**src/design/srptp_pkg.sv**
```systemverilog
// Shared types and constants of the stepper ramp pulse timing block.
// Used by the front, back and top modules of the block; no dependencies of its own.
`timescale 1ns / 1ps

package srptp_pkg;

    localparam int IN_TDATA_W  = 40;
    localparam int IN_TUSER_W  = 3;
    localparam int OUT_TDATA_W = 48;
    localparam int CFG_IDX_W   = 3;
    localparam int CFG_DATA_W  = 16;

    localparam int QUEUE_DEPTH = 2;
    localparam int QPTR_W      = $clog2(QUEUE_DEPTH);
    localparam int QCNT_W      = $clog2(QUEUE_DEPTH + 1);

    localparam logic [15:0] CNT_MAX       = 16'hFFFF;
    localparam logic [15:0] LOW_TIME_RST  = 16'd100;

    // configuration register indexes
    localparam logic [CFG_IDX_W-1:0] REG_LOW_TIME     = 3'd0;
    localparam logic [CFG_IDX_W-1:0] REG_TARGET_STEPS = 3'd1;
    localparam logic [CFG_IDX_W-1:0] REG_RAMP_LIMIT   = 3'd2;
    localparam logic [CFG_IDX_W-1:0] REG_DIP_DEPTH    = 3'd3;
    localparam logic [CFG_IDX_W-1:0] REG_DIP_HOLD     = 3'd4;

    // operation codes on the request side
    typedef enum logic [2:0] {
        OP_TIMER  = 3'd0,
        OP_START  = 3'd1,
        OP_SMOOTH = 3'd2,
        OP_STOP   = 3'd3,
        OP_ESTOP  = 3'd4,
        OP_TWRITE = 3'd5
    } op_t;

    // classified command kinds handed from front to back
    typedef enum logic [2:0] {
        KIND_NOP,
        KIND_TIMER,
        KIND_START,
        KIND_SMOOTH,
        KIND_STOP,
        KIND_ESTOP,
        KIND_TWRITE
    } kind_t;

    typedef struct packed {
        kind_t       kind;
        logic [15:0] adjustment;
        logic [7:0]  table_index;
        logic [15:0] table_value;
    } cmd_t;

    typedef struct packed {
        logic [15:0] low_time;
        logic [15:0] target_steps;
        logic [7:0]  ramp_limit;
        logic [7:0]  dip_depth;
        logic [15:0] dip_hold;
    } cfg_t;

    typedef struct packed {
        logic        pulse_level;
        logic [15:0] period;
        logic [7:0]  ramp_index;
        logic [15:0] steps_done;
        logic        move_done;
        logic        smooth_active;
    } res_t;

endpackage

```
**src/design/srptp_front.sv**
```systemverilog
// Front part: decode requests into commands and hold them in a short queue.
// Depends on srptp_pkg.
`timescale 1ns / 1ps

module srptp_front #(
    parameter int TABLE_DEPTH = 256
) (
    input  logic              clk,
    input  logic              rst_n,
    input  logic              in_valid,
    output logic              in_ready,
    input  logic [2:0]        operation,
    input  logic [15:0]       adjustment,
    input  logic [7:0]        table_index,
    input  logic [15:0]       table_value,
    output logic              q_valid,
    output srptp_pkg::cmd_t   q_cmd,
    input  logic              q_pop
);

    srptp_pkg::cmd_t                    cmd;
    srptp_pkg::cmd_t                    q_mem_reg [srptp_pkg::QUEUE_DEPTH];
    logic [srptp_pkg::QPTR_W-1:0]       wr_ptr_reg, wr_ptr_next;
    logic [srptp_pkg::QPTR_W-1:0]       rd_ptr_reg, rd_ptr_next;
    logic [srptp_pkg::QCNT_W-1:0]       cnt_reg, cnt_next;
    logic                               push;

    // classify; table writes out of range become no-ops
    always_comb
    begin
        cmd.adjustment  = adjustment;
        cmd.table_index = table_index;
        cmd.table_value = table_value;
        case (operation)
            srptp_pkg::OP_TIMER:  cmd.kind = srptp_pkg::KIND_TIMER;
            srptp_pkg::OP_START:  cmd.kind = srptp_pkg::KIND_START;
            srptp_pkg::OP_SMOOTH: cmd.kind = srptp_pkg::KIND_SMOOTH;
            srptp_pkg::OP_STOP:   cmd.kind = srptp_pkg::KIND_STOP;
            srptp_pkg::OP_ESTOP:  cmd.kind = srptp_pkg::KIND_ESTOP;
            srptp_pkg::OP_TWRITE:
            begin
                if (32'(table_index) < TABLE_DEPTH)
                    cmd.kind = srptp_pkg::KIND_TWRITE;
                else
                    cmd.kind = srptp_pkg::KIND_NOP;
            end
            default: cmd.kind = srptp_pkg::KIND_NOP;
        endcase
    end

    assign in_ready = (cnt_reg != srptp_pkg::QCNT_W'(srptp_pkg::QUEUE_DEPTH));
    assign push     = in_valid && in_ready;
    assign q_valid  = (cnt_reg != '0);
    assign q_cmd    = q_mem_reg[rd_ptr_reg];

    always_comb
    begin
        wr_ptr_next = wr_ptr_reg;
        rd_ptr_next = rd_ptr_reg;
        cnt_next    = cnt_reg;
        if (push)
        begin
            if (wr_ptr_reg == srptp_pkg::QPTR_W'(srptp_pkg::QUEUE_DEPTH - 1))
                wr_ptr_next = '0;
            else
                wr_ptr_next = wr_ptr_reg + 1'b1;
        end
        if (q_pop)
        begin
            if (rd_ptr_reg == srptp_pkg::QPTR_W'(srptp_pkg::QUEUE_DEPTH - 1))
                rd_ptr_next = '0;
            else
                rd_ptr_next = rd_ptr_reg + 1'b1;
        end
        if (push && !q_pop)
            cnt_next = cnt_reg + 1'b1;
        else if (!push && q_pop)
            cnt_next = cnt_reg - 1'b1;
    end

    always_ff @(posedge clk or negedge rst_n)
    begin
        if (!rst_n)
        begin
            wr_ptr_reg <= '0;
            rd_ptr_reg <= '0;
            cnt_reg    <= '0;
        end
        else
        begin
            wr_ptr_reg <= wr_ptr_next;
            rd_ptr_reg <= rd_ptr_next;
            cnt_reg    <= cnt_next;
        end
    end

    always_ff @(posedge clk)
    begin
        if (push)
        begin
            q_mem_reg[wr_ptr_reg] <= cmd;
        end
    end

endmodule

```
**config.mk**
```make
export PLATFORM = sky130hd
export DESIGN_NAME = srptp_front
export DESIGN_NICKNAME = d
export VERILOG_FILES = /design/src/design/srptp_pkg.sv /design/src/design/srptp_front.sv
export SDC_FILE = /design/constraint.sdc
export NUM_CORES = 1
export LEC_CHECK = 0
export BUFFER_PORTS_ARGS = -buffer_cell sky130_fd_sc_hd__clkbuf_2
export CORE_ASPECT_RATIO = 1.25
export CORE_MARGIN = 1
export CORE_UTILIZATION = 50
export CTS_CLUSTER_SIZE = 16
export DETAILED_ROUTE_END_ITERATION = 6
export GPL_ROUTABILITY_DRIVEN = 0
export PLACE_DENSITY = 0.79
export SLEW_MARGIN = 20
export SYNTH_ARGS = -nofsm -noshare
export SYNTH_HDL_FRONTEND = slang
export SYNTH_SLANG_ARGS = --single-unit
export TNS_END_PERCENT = 1
```
**constraint.sdc**
```tcl
create_clock -name clk -period 7.7 [get_ports clk]
set_input_delay 1.155 -clock clk [delete_from_list [all_inputs] [get_ports clk]]
set_output_delay 1.155 -clock clk [all_outputs]
set_load 0.02 [all_outputs]
```
### Yosys cells after proc, flatten, opt, wreduce, memory -nomap -nowiden

Memories as Yosys holds them, arrays and structs flattened.
Index checks and enable logic that the tools add are counted.

| operators by class | value |
|---|---|
| add/subtract/negate cells | 4 |
| eq/ne operators | 6 |
| mux-type cells | 7 |
| reductions and logical operators | 8 |

Operators with widths:

| operator | count |
|---|---|
| $pmux W3 S6 | 1 |
| $eq A3 B2 Y1 const B | 2 |
| $eq A3 B3 Y1 const B | 2 |
| $mux W1 | 4 |
| $mux W2 | 2 |
| $reduce_bool A2 Y1 | 2 |
| $eq A3 B1 Y1 const B | 1 |
| $logic_and A1 B1 Y1 | 3 |
| $logic_not A3 Y1 | 1 |
| $add A1 B1 Y1 const B | 2 |
| $add A2 B1 Y2 const B | 1 |
| $logic_not A1 Y1 | 2 |
| $ne A2 B2 Y1 const B | 1 |
| $sub A2 B1 Y2 const B | 1 |

| word-level totals | value |
|---|---|
| flip-flop bits (word level) | 4 |
| memory bits (writable) | 86 |
| input bits | 47 |
| output and inout port bits | 45 |
| logic and storage cells | 29 |
| memories | 1 |

Memory list:

| name | depth | width | rd ports | clocked after Yosys merged registers in | wr ports | line | text |
|---|---|---|---|---|---|---|---|
| q_mem_reg | 2 | 43 | 1 | 0 | 1 | srptp_front.sv:22 | `srptp_pkg::cmd_t q_mem_reg [srptp_pkg::QUEUE_DEPTH];` |

### Logic depth before layout (Yosys ltp)

Gate-level depths: netlist of the first run.

| depth | value |
|---|---|
| word-level depth | 6 |
| depth in mapped cells | 7 |
| gate-level depth less buffers | 7 |

### Worst setup path before layout of the first run

No wires, ideal clock.

| timing path | value |
|---|---|
| kind | in2reg |
| start point | input port in_valid |
| end point | memory q_mem_reg[0][0] (netlist bit), enable pin |
| setup time | 0.443 ns |
| arrival | 3.061 ns |
| required time | 7.257 ns |
| slack | 4.196 ns |
| stages | 2 |
| buffers on the path | 0 |
| cells stage by stage | nand2_1 nor2_1 |

| between the ends | value |
|---|---|
| longest elaborated chain between the ends | 3 |

RTL lines:

| element | line | text |
|---|---|---|
| from (decl) | srptp_front.sv:10 | `input logic in_valid,` |
| $logic_and A1 B1 Y1 | srptp_front.sv:52 | `assign push = in_valid && in_ready;` |
| $mux W1 | srptp_front.sv:99 | `if (push)` |
| $mux W1 (implied by the code) | srptp_front.sv:101 | `q_mem_reg[wr_ptr_reg] <= cmd;` |
| to (decl) | srptp_front.sv:22 |  |

Every way passes these cells.

==> flow_summary.toml, run 1 <==
[status]
status = "complete, no violations"

[yosys]
yosys.area_share.simple = 0.0106
synth_xor_area_frac = 0.0124
synthAdderAreaFrac = 0.00354
synth_top_family_by_area = "multiplexers"
ys_warn_count = 0
synth_nets = 205
ys_ff_latch = 90
syn-cell-area_sq_mm = 0.00353
synthCells = 157
synth_area_per_cell_sq_um = 22.5
synth.distinct_cells = 17
yosysSeqAreaShare = 0.759
synthMuxAreaShare = 0.185
synth_compound_area_frac = 0.00142

[power]
power.density_mw_per_mm2 = 382
ir_drop_v = 0.000178
switching_share = 0.327
combPwrFrac = 0.359
intPower_uw = 1080
power_frac_clock = 0.189
power_frac_seq = 0.453
power.total_uw = 1610
switching_power_uw = 528
p_leak_uw = 0.00172

[clock_tree]
cts_root_buffer = "clkbuf_8"
cts.sinks = 90
clockBufferDepth = 2
cts.htree.levels = 3
post_cts_buffers = 0
cts_tree = "built"
cts_hold_buf = 0
cts_buffers = 9
insertion_delay_ns = 0.34
cts_resized = 0
path_clk_slew_ns = 0.08

[routing]
via_per_inst = 4.75
drt_drc_violations_left = 0
post_drt_wl_per_cell_um = 14.8
firstDrtPassIters = 4
vias = 1654
ant_nets = 0
wl_mm = 5.17
drtIter0Drc = 50

[sta]
setup_ws_ns = 4.40
tns_ns = 0
drv_slew = 0
max_freq_mhz = 303
finClkSkew_ns = 0.00642
worstMarginPinSlew_ns = 1.01
fin_crit_sh = 0.429
min_period_ns = 3.30
rsz0062_at_grt = "no"
finalSetupViolCount = 0
slew_headroom = 0.327
fin_hold_ws_ns = 0.507
hold_viol_final = 0

[floorplan]
coreArea_sq_mm = 0.00669
io_pins = 92
die_x_um = 77.2
row_count = 33
start_util = 0.528
die_h_um = 96.0
dieArea_sq_mm = 0.00741

[cells_and_area]
final_cell_mix = "clkbuf_2 (91), edfxtp_1 (86), mux2_4 (39), clkbuf_8 (9)"
area_growth_pct = 19.6
seqCellArea_sq_mm = 0.00268
nFillCells = 523
nets = 304
largest_reg_flops = 86
antenna_cells = 0
fin_cells = 348
layout_commonest_cell = "clkbuf_2"
multiInputGateArea_sq_um = 759
drive_gt1_frac = 0.598

[place]
placed_cells = 332
io_buffers = 91
post-dp-hpwl_mm = 3.47
pre_cts_slack_ns = 4.74

[hold_path]
hold_path_depth = 1
hold_class = "flip-flop to flip-flop"

[setup_path]
crit_required_ns = 6.55
critPathCaptureType = "output port"
arrival_ns = 2.15
reg2reg_depth = 2
cp_max_fo = 27
setup.worst_path.class = "flip-flop to output port"
start_kind = "flip-flop"

[global_route]
grt_pass1_wl_mm = 7.51
antenna_found_initial = 0
grt_overflow_total = 0
grt.total_usage = 0.142
grt_max_degree = 44
grt_pass1_vias = 1627

[job]
maxCapViolCount = 0
worst paths after layout:
path	startpoint	endpoint	slack (ns)
setup reg to reg	cnt_reg[0]	q_mem_reg[1][24]	5.87
hold reg to reg	cnt_reg[1]	cnt_reg[1]	0.51
min in group asynchronous	rst_n	cnt_reg[0]	0.61
setup / recovery	rd_ptr_reg	q_cmd[29]	4.40
max in group asynchronous	rst_n	rd_ptr_reg	6.95
hold / removal	cnt_reg[1]	cnt_reg[1]	0.51
Yosys cell counts:
library cell / n / area share
xor2_1: 3 / 0.0074
xnor2_1: 2 / 0.0050
edfxtp_1: 86 / 0.73
or2_2: 1 / 0.0018
and3_1: 1 / 0.0018
nor2_1: 3 / 0.0032
buf_6: 1 / 0.0032
buf_12: 4 / 0.023
nand2b_1: 1 / 0.0018
ha_1: 1 / 0.0035
dfrtp_1: 4 / 0.028
mux2_2: 5 / 0.016
a21oi_1: 1 / 0.0014
mux2i_1: 1 / 0.0028
mux2_4: 39 / 0.17
inv_1: 2 / 0.0021
nand2_1: 2 / 0.0021
per-stage QoR:
stage	instance area (sq um)	utilization
floorplan	3530	-
global placement	4030	0.603
detailed placement	4030	0.603
CTS	4230	0.632
global route	4230	0.632
finish	4230	0.632
kinds of logic (layout without fill, tap and decap cells):
| logic type | count (synthesis) | after routing |
|---|---|---|
| adder cells (fa/ha/maj) | 1 | 1 |
| AND/OR/NAND/NOR | 8 | 8 |
| buffers and inverters | 7 | 111 |
| AO/OA/AOI/OAI | 1 | 1 |
| XOR/XNOR | 5 | 5 |
| flip-flops | 90 | 90 |
| multiplexers | 45 | 45 |
final cells by class:
cell class | instances | share of cell area
clock buffers | 10 | 0.0302
well taps | 87 | 0.0258
clock inverters | 6 | 0.0160
flip-flops and latches | 90 | 0.635
repair buffers | 93 | 0.111
multi-input cells | 60 | 0.180
inverters | 2 | 0.00178
worst max-delay path, stage by stage (launching register included):
cell      delay, ns
dfrtp_2        0.72
buf_4          0.51
mux2_2         0.39
clkbuf_2       0.15
power by group through the flow:
stage	Clock, uW	Combinational (uW)	Sequential (uW)
floorplan	0	500	709
global placement	0	583	736
detailed placement	0	588	742
CTS	313	591	731
global route	331	615	740
finish	304	578	730
metal layers:
metal	wire length [um]	track usage	vias up
met5	0	0	-
met4	72	0.0708	0
met3	405	0.0626	7
met2	2630	0.234	63
met1	2060	0.158	781
li1	-	-	803
Note: power is estimated with default switching activity, not from simulation.
==> run 2, diff against run 1 <==
==> constraint.sdc (replaced) <==
create_clock -name clk -period 3.3 [get_ports clk]
set_input_delay 0.495 -clock clk [delete_from_list [all_inputs] [get_ports clk]]
set_output_delay 0.495 -clock clk [all_outputs]
set_load 0.02 [all_outputs]
==> run 2 against run 1 <==
  * Sequential cell count did not move
  * Final cell count rose by 0.29%
  * Critical path type unchanged
  * Sequential power rose by 130%
  * Die area did not move
  * Clock power rose by 140%
  * Routed wire length rose by 6.6%
  * Design area rose by 0.98%
  * Hold slack got worse by 0.18 ns
  * Critical path depth did not move
  * Global-route usage rose by 1.3 points
==> flow_summary.toml, run 2 (same netlist as run 1, synthesis figures left out) <==
[status]
status = "complete, no violations"

[sta]
fin_crit_sh = 0.742
finClkSkew_ns = 0.00448
min_period_ns = 2.45
rsz0062_at_grt = "no"
hold_viol_final = 0
tns_ns = 0
worstMarginPinSlew_ns = 1.01
drv_slew = 0
max_freq_mhz = 408
slew_headroom = 0.327
finalSetupViolCount = 0

[cells_and_area]
final_cell_mix = "clkbuf_2 (91), edfxtp_1 (86), mux2_4 (39), clkbuf_8 (9), mux2_2 (5)"
largest_reg_flops = 86
antenna_cells = 0
drive_gt1_frac = 0.595
area_growth_pct = 20.8
layout_commonest_cell = "clkbuf_2"
fin_cells = 349
nets = 305

[clock_tree]
cts_buffers = 9
cts_hold_buf = 1
cts_tree = "built"
cts.htree.levels = 3
insertion_delay_ns = 0.35
cts_resized = 0
cts_root_buffer = "clkbuf_8"
clockBufferDepth = 2
cts.sinks = 90
path_clk_slew_ns = 0.09
post_cts_buffers = 0

[global_route]
grt_pass1_vias = 1738
grt_max_degree = 44
grt_overflow_total = 0
antenna_found_initial = 0
grt.total_usage = 0.155
grt_pass1_wl_mm = 8.11

[routing]
post_drt_wl_per_cell_um = 15.8
drtIter0Drc = 28
drt_drc_violations_left = 0
wl_mm = 5.51
via_per_inst = 4.84
ant_nets = 0
vias = 1689
firstDrtPassIters = 4

[setup_path]
crit_family = "flip-flops"
start_kind = "flip-flop"
slowest_delay_ns = 0.76
path_cells = "buf_12 > mux2_2 > clkbuf_2"
critPathCaptureType = "output port"
cp_max_fo = 27
critPathBufInv = 2
setup.worst_path.class = "flip-flop to output port"
crit_required_ns = 2.80
arrival_ns = 1.96
cp_slowest_cell = "dfrtp_2"

[power]
ir_drop_v = 0.000457
p_leak_uw = 0.00175
power.density_mw_per_mm2 = 899

[job]
maxCapViolCount = 0

[floorplan]
io_pins = 92
row_count = 33
dieArea_sq_mm = 0.00741
die_h_um = 96.0
start_util = 0.528
die_x_um = 77.2
coreArea_sq_mm = 0.00669

[hold_path]
hold_class = "input pin to flip-flop"

[place]
placed_cells = 332
post-dp-hpwl_mm = 3.77
io_buffers = 91
[run 2: stage by stage]
stage	hold WS, ns	util	cell area [sq um]	power, uW	setup slack (ns)
2_1_floorplan	0.199	-	3530	2820	0.248
3_3_place_gp	0.307	0.606	4060	3110	1.25
3_5_place_dp	0.309	0.606	4060	3150	1.21
4_1_cts	0.313	0.638	4270	3890	0.813
5_1_grt	0.316	0.638	4270	4010	0.770
6_report	0.327	0.638	4270	3840	0.850
[run 2: layer usage]
layer,routed length (um),track usage,up-vias
met5,0,0,-
met2,2980,0.282,69
met3,385,0.0474,9
met4,93,0.0975,0
li1,-,-,807
met1,2050,0.156,804
[run 2: power breakdown]
group	switching, uW	internal (uW)
sequential	142	1570
clock	383	356
combinational	750	639
total	1270	2560
[run 2: area by class of cell]
| type | count | area (sq um) |
|---|---|---|
| clock buffer | 9 | 124 |
| clock inverter | 7 | 77.6 |
| fill | 505 | 2420 |
| inverter | 2 | 7.51 |
| multi-input combinational | 60 | 759 |
| sequential | 90 | 2680 |
| tap | 87 | 109 |
| timing repair buffer | 94 | 505 |
[run 2: path summary, 6_finish.rpt]
path,startpoint,to,slack (ns),depth (start not counted)
max in group asynchronous,rst_n,rd_ptr_reg,2.67,2
max reg2reg,cnt_reg[0],q_mem_reg[1][26],1.46,2
min,adjustment[8],q_mem_reg[0][32],0.33,1
min in group asynchronous,rst_n,cnt_reg[0],0.49,2
max,rd_ptr_reg,q_cmd[29],0.85,3
min reg2reg,cnt_reg[1],cnt_reg[1],0.52,1
==> run 3, diff against run 2 <==
--- a/config.mk
+++ b/config.mk
@@ -8,11 +8,11 @@
 export BUFFER_PORTS_ARGS = -buffer_cell sky130_fd_sc_hd__clkbuf_2
 export CORE_ASPECT_RATIO = 1.25
 export CORE_MARGIN = 1
-export CORE_UTILIZATION = 50
+export CORE_UTILIZATION = 47
 export CTS_CLUSTER_SIZE = 16
 export DETAILED_ROUTE_END_ITERATION = 6
 export GPL_ROUTABILITY_DRIVEN = 0
-export PLACE_DENSITY = 0.79
+export PLACE_DENSITY = 0.78
 export SLEW_MARGIN = 20
 export SYNTH_ARGS = -nofsm -noshare
 export SYNTH_HDL_FRONTEND = slang
==> constraint.sdc (replaced) <==
create_clock -name clk -period 2.1 [get_ports clk]
set_input_delay 0.315 -clock clk [delete_from_list [all_inputs] [get_ports clk]]
set_output_delay 0.315 -clock clk [all_outputs]
set_load 0.02 [all_outputs]
==> run 3 against run 2 <==
  * Global-route usage shrank 0.62 points
  * Total power rose by 57%
  * Critical path depth did not move
  * Critical path type unchanged
  * Critical endpoint unchanged
  * Largest cell class unchanged
==> flow_summary.toml, run 3 (same netlist as run 1, synthesis figures left out) <==
[hold_path]
hold_class = "input pin to flip-flop"

[sta]
worstMarginPinSlew_ns = 0.422
finalSetupViolCount = 0
rsz0062_at_grt = "no"
fin_hold_ws_ns = 0.148
min_period_ns = 1.95
drv_slew = 0
hold_viol_final = 0
slew_headroom = 0.719
finClkSkew_ns = 0.00924
max_freq_mhz = 514
fin_crit_sh = 0.926
tns_ns = 0

[setup_path]
regToRegStartpoint = "cnt_reg[0]"
r2r_slack_ns = 0.52
cp-endpoint = "q_cmd[29]"
arrival_ns = 1.63
crit_start = "rd_ptr_reg"
path_cells = "buf_4 > mux2_2 > clkbuf_2"
cp_slowest_cell = "mux2_2"
setup.worst_path.class = "flip-flop to output port"
start_kind = "flip-flop"
slowest_delay_ns = 0.39
crit_family = "buffers and inverters"
r2r_end = "q_mem_reg[0][34]"
cp_max_fo = 24
critPathBufInv = 2
critPathCaptureType = "output port"
crit_required_ns = 1.78
cp.depth = 3
reg2reg_depth = 4

[routing]
via_per_inst = 4.83
firstDrtPassIters = 6
ant_nets = 0
wl_mm = 5.48
drt_drc_violations_left = 0
vias = 1725
post_drt_wl_per_cell_um = 15.3
drtIter0Drc = 95

[global_route]
grt_overflow_total = 0
grt.total_usage = 0.149
antenna_found_initial = 0
grt_pass1_wl_mm = 8.38
grt_pass1_vias = 1791
grt_max_degree = 44

[clock_tree]
path_clk_slew_ns = 0.09
clockBufferDepth = 2
cts.htree.levels = 3
insertion_delay_ns = 0.35
cts_buffers = 9
cts_root_buffer = "clkbuf_8"
cts_tree = "built"
cts.sinks = 90

[place]
post-dp-hpwl_mm = 3.84
io_buffers = 91
placed_cells = 340

[floorplan]
row_count = 35
die_x_um = 79.5
die_h_um = 98.9
dieArea_sq_mm = 0.00787
io_pins = 92
start_util = 0.483
coreArea_sq_mm = 0.00731

[power]
power_frac_seq = 0.431
ir_drop_v = 0.000689
power.total_uw = 6020
power.density_mw_per_mm2 = 1400
switching_share = 0.330
power_frac_clock = 0.193
p_leak_uw = 0.00177
intPower_uw = 4030
switching_power_uw = 1990
combPwrFrac = 0.376

[cells_and_area]
layout_commonest_cell = "clkbuf_2"
drive_gt1_frac = 0.604
area_growth_pct = 21.3
nets = 308
largest_reg_flops = 86
final_cell_mix = "clkbuf_2 (91), edfxtp_1 (86), mux2_4 (39), clkbuf_8 (9), mux2_2 (5)"
antenna_cells = 0
fin_cells = 357

[status]
status = "complete, no violations"

[job]
maxCapViolCount = 0
run 3: changes by cell type in the layout (fill, tap and decap cells not counted), sizes merged:
cell	change
buf	+3
clkinv	+2
clkinvlp	-2
run 3: worst min-delay path by stage:
stage | startpoint | slack, ns | endpoint | depth (start not counted)
after global routing | adjustment[9] | 0.13 | q_mem_reg[1][33] | 1
final | table_value[9] | 0.15 | q_mem_reg[1][9] | 1
after CTS | table_value[1] | 0.12 | q_mem_reg[1][1] | 1
after detailed placement | rst_n | 0.13 | cnt_reg[0] | 1
after floorplan | rst_n | 0.02 | cnt_reg[0] | 0
after global placement | rst_n | 0.13 | cnt_reg[1] | 1
run 3: area by class of cell:
type                    instances  area, sq um
fillers                       569         3030
flip-flops and latches         90         2680
multi-input cells              60          759
repair buffers                 97          515
clock buffers                   9          124
well taps                      92          115
clock inverters                 7         77.6
inverters                       2         7.51
run 3: through the flow:
| step | setup slack (ns) | cell area, sq um | util |
|---|---|---|---|
| 3_5_place_dp | 0.523 | 4070 | 0.557 |
| 2_1_floorplan | -0.0796 | 3540 | - |
| 3_3_place_gp | 0.538 | 4070 | 0.557 |
| 5_1_grt | 0.0770 | 4280 | 0.586 |
| 4_1_cts | 0.119 | 4280 | 0.586 |
| 6_report | 0.155 | 4280 | 0.586 |
run 3: power groups by stage:
stage / Combinational, uW / Sequential, uW / Clock [uW]
final: 2260 / 2590 / 1160
after global routing: 2420 / 2620 / 1270
after CTS: 2290 / 2600 / 1200
after detailed placement: 2290 / 2640 / 0
after global placement: 2270 / 2600 / 0
after floorplan: 1840 / 2590 / 0
run 3: metal layers:
layer / global-route usage / part of all wire / up-vias
met5: 0 / 0 / -
met4: 0.112 / 0.038 / 0
met3: 0.0296 / 0.046 / 15
met2: 0.253 / 0.52 / 65
met1: 0.162 / 0.40 / 834
li1: - / - / 811
run 3: timing repair:
action                    CTS  global route
resized for setup           0             0
hold endpoints to repair    4             0
hold buffers                1             0
setup buffers               0             0
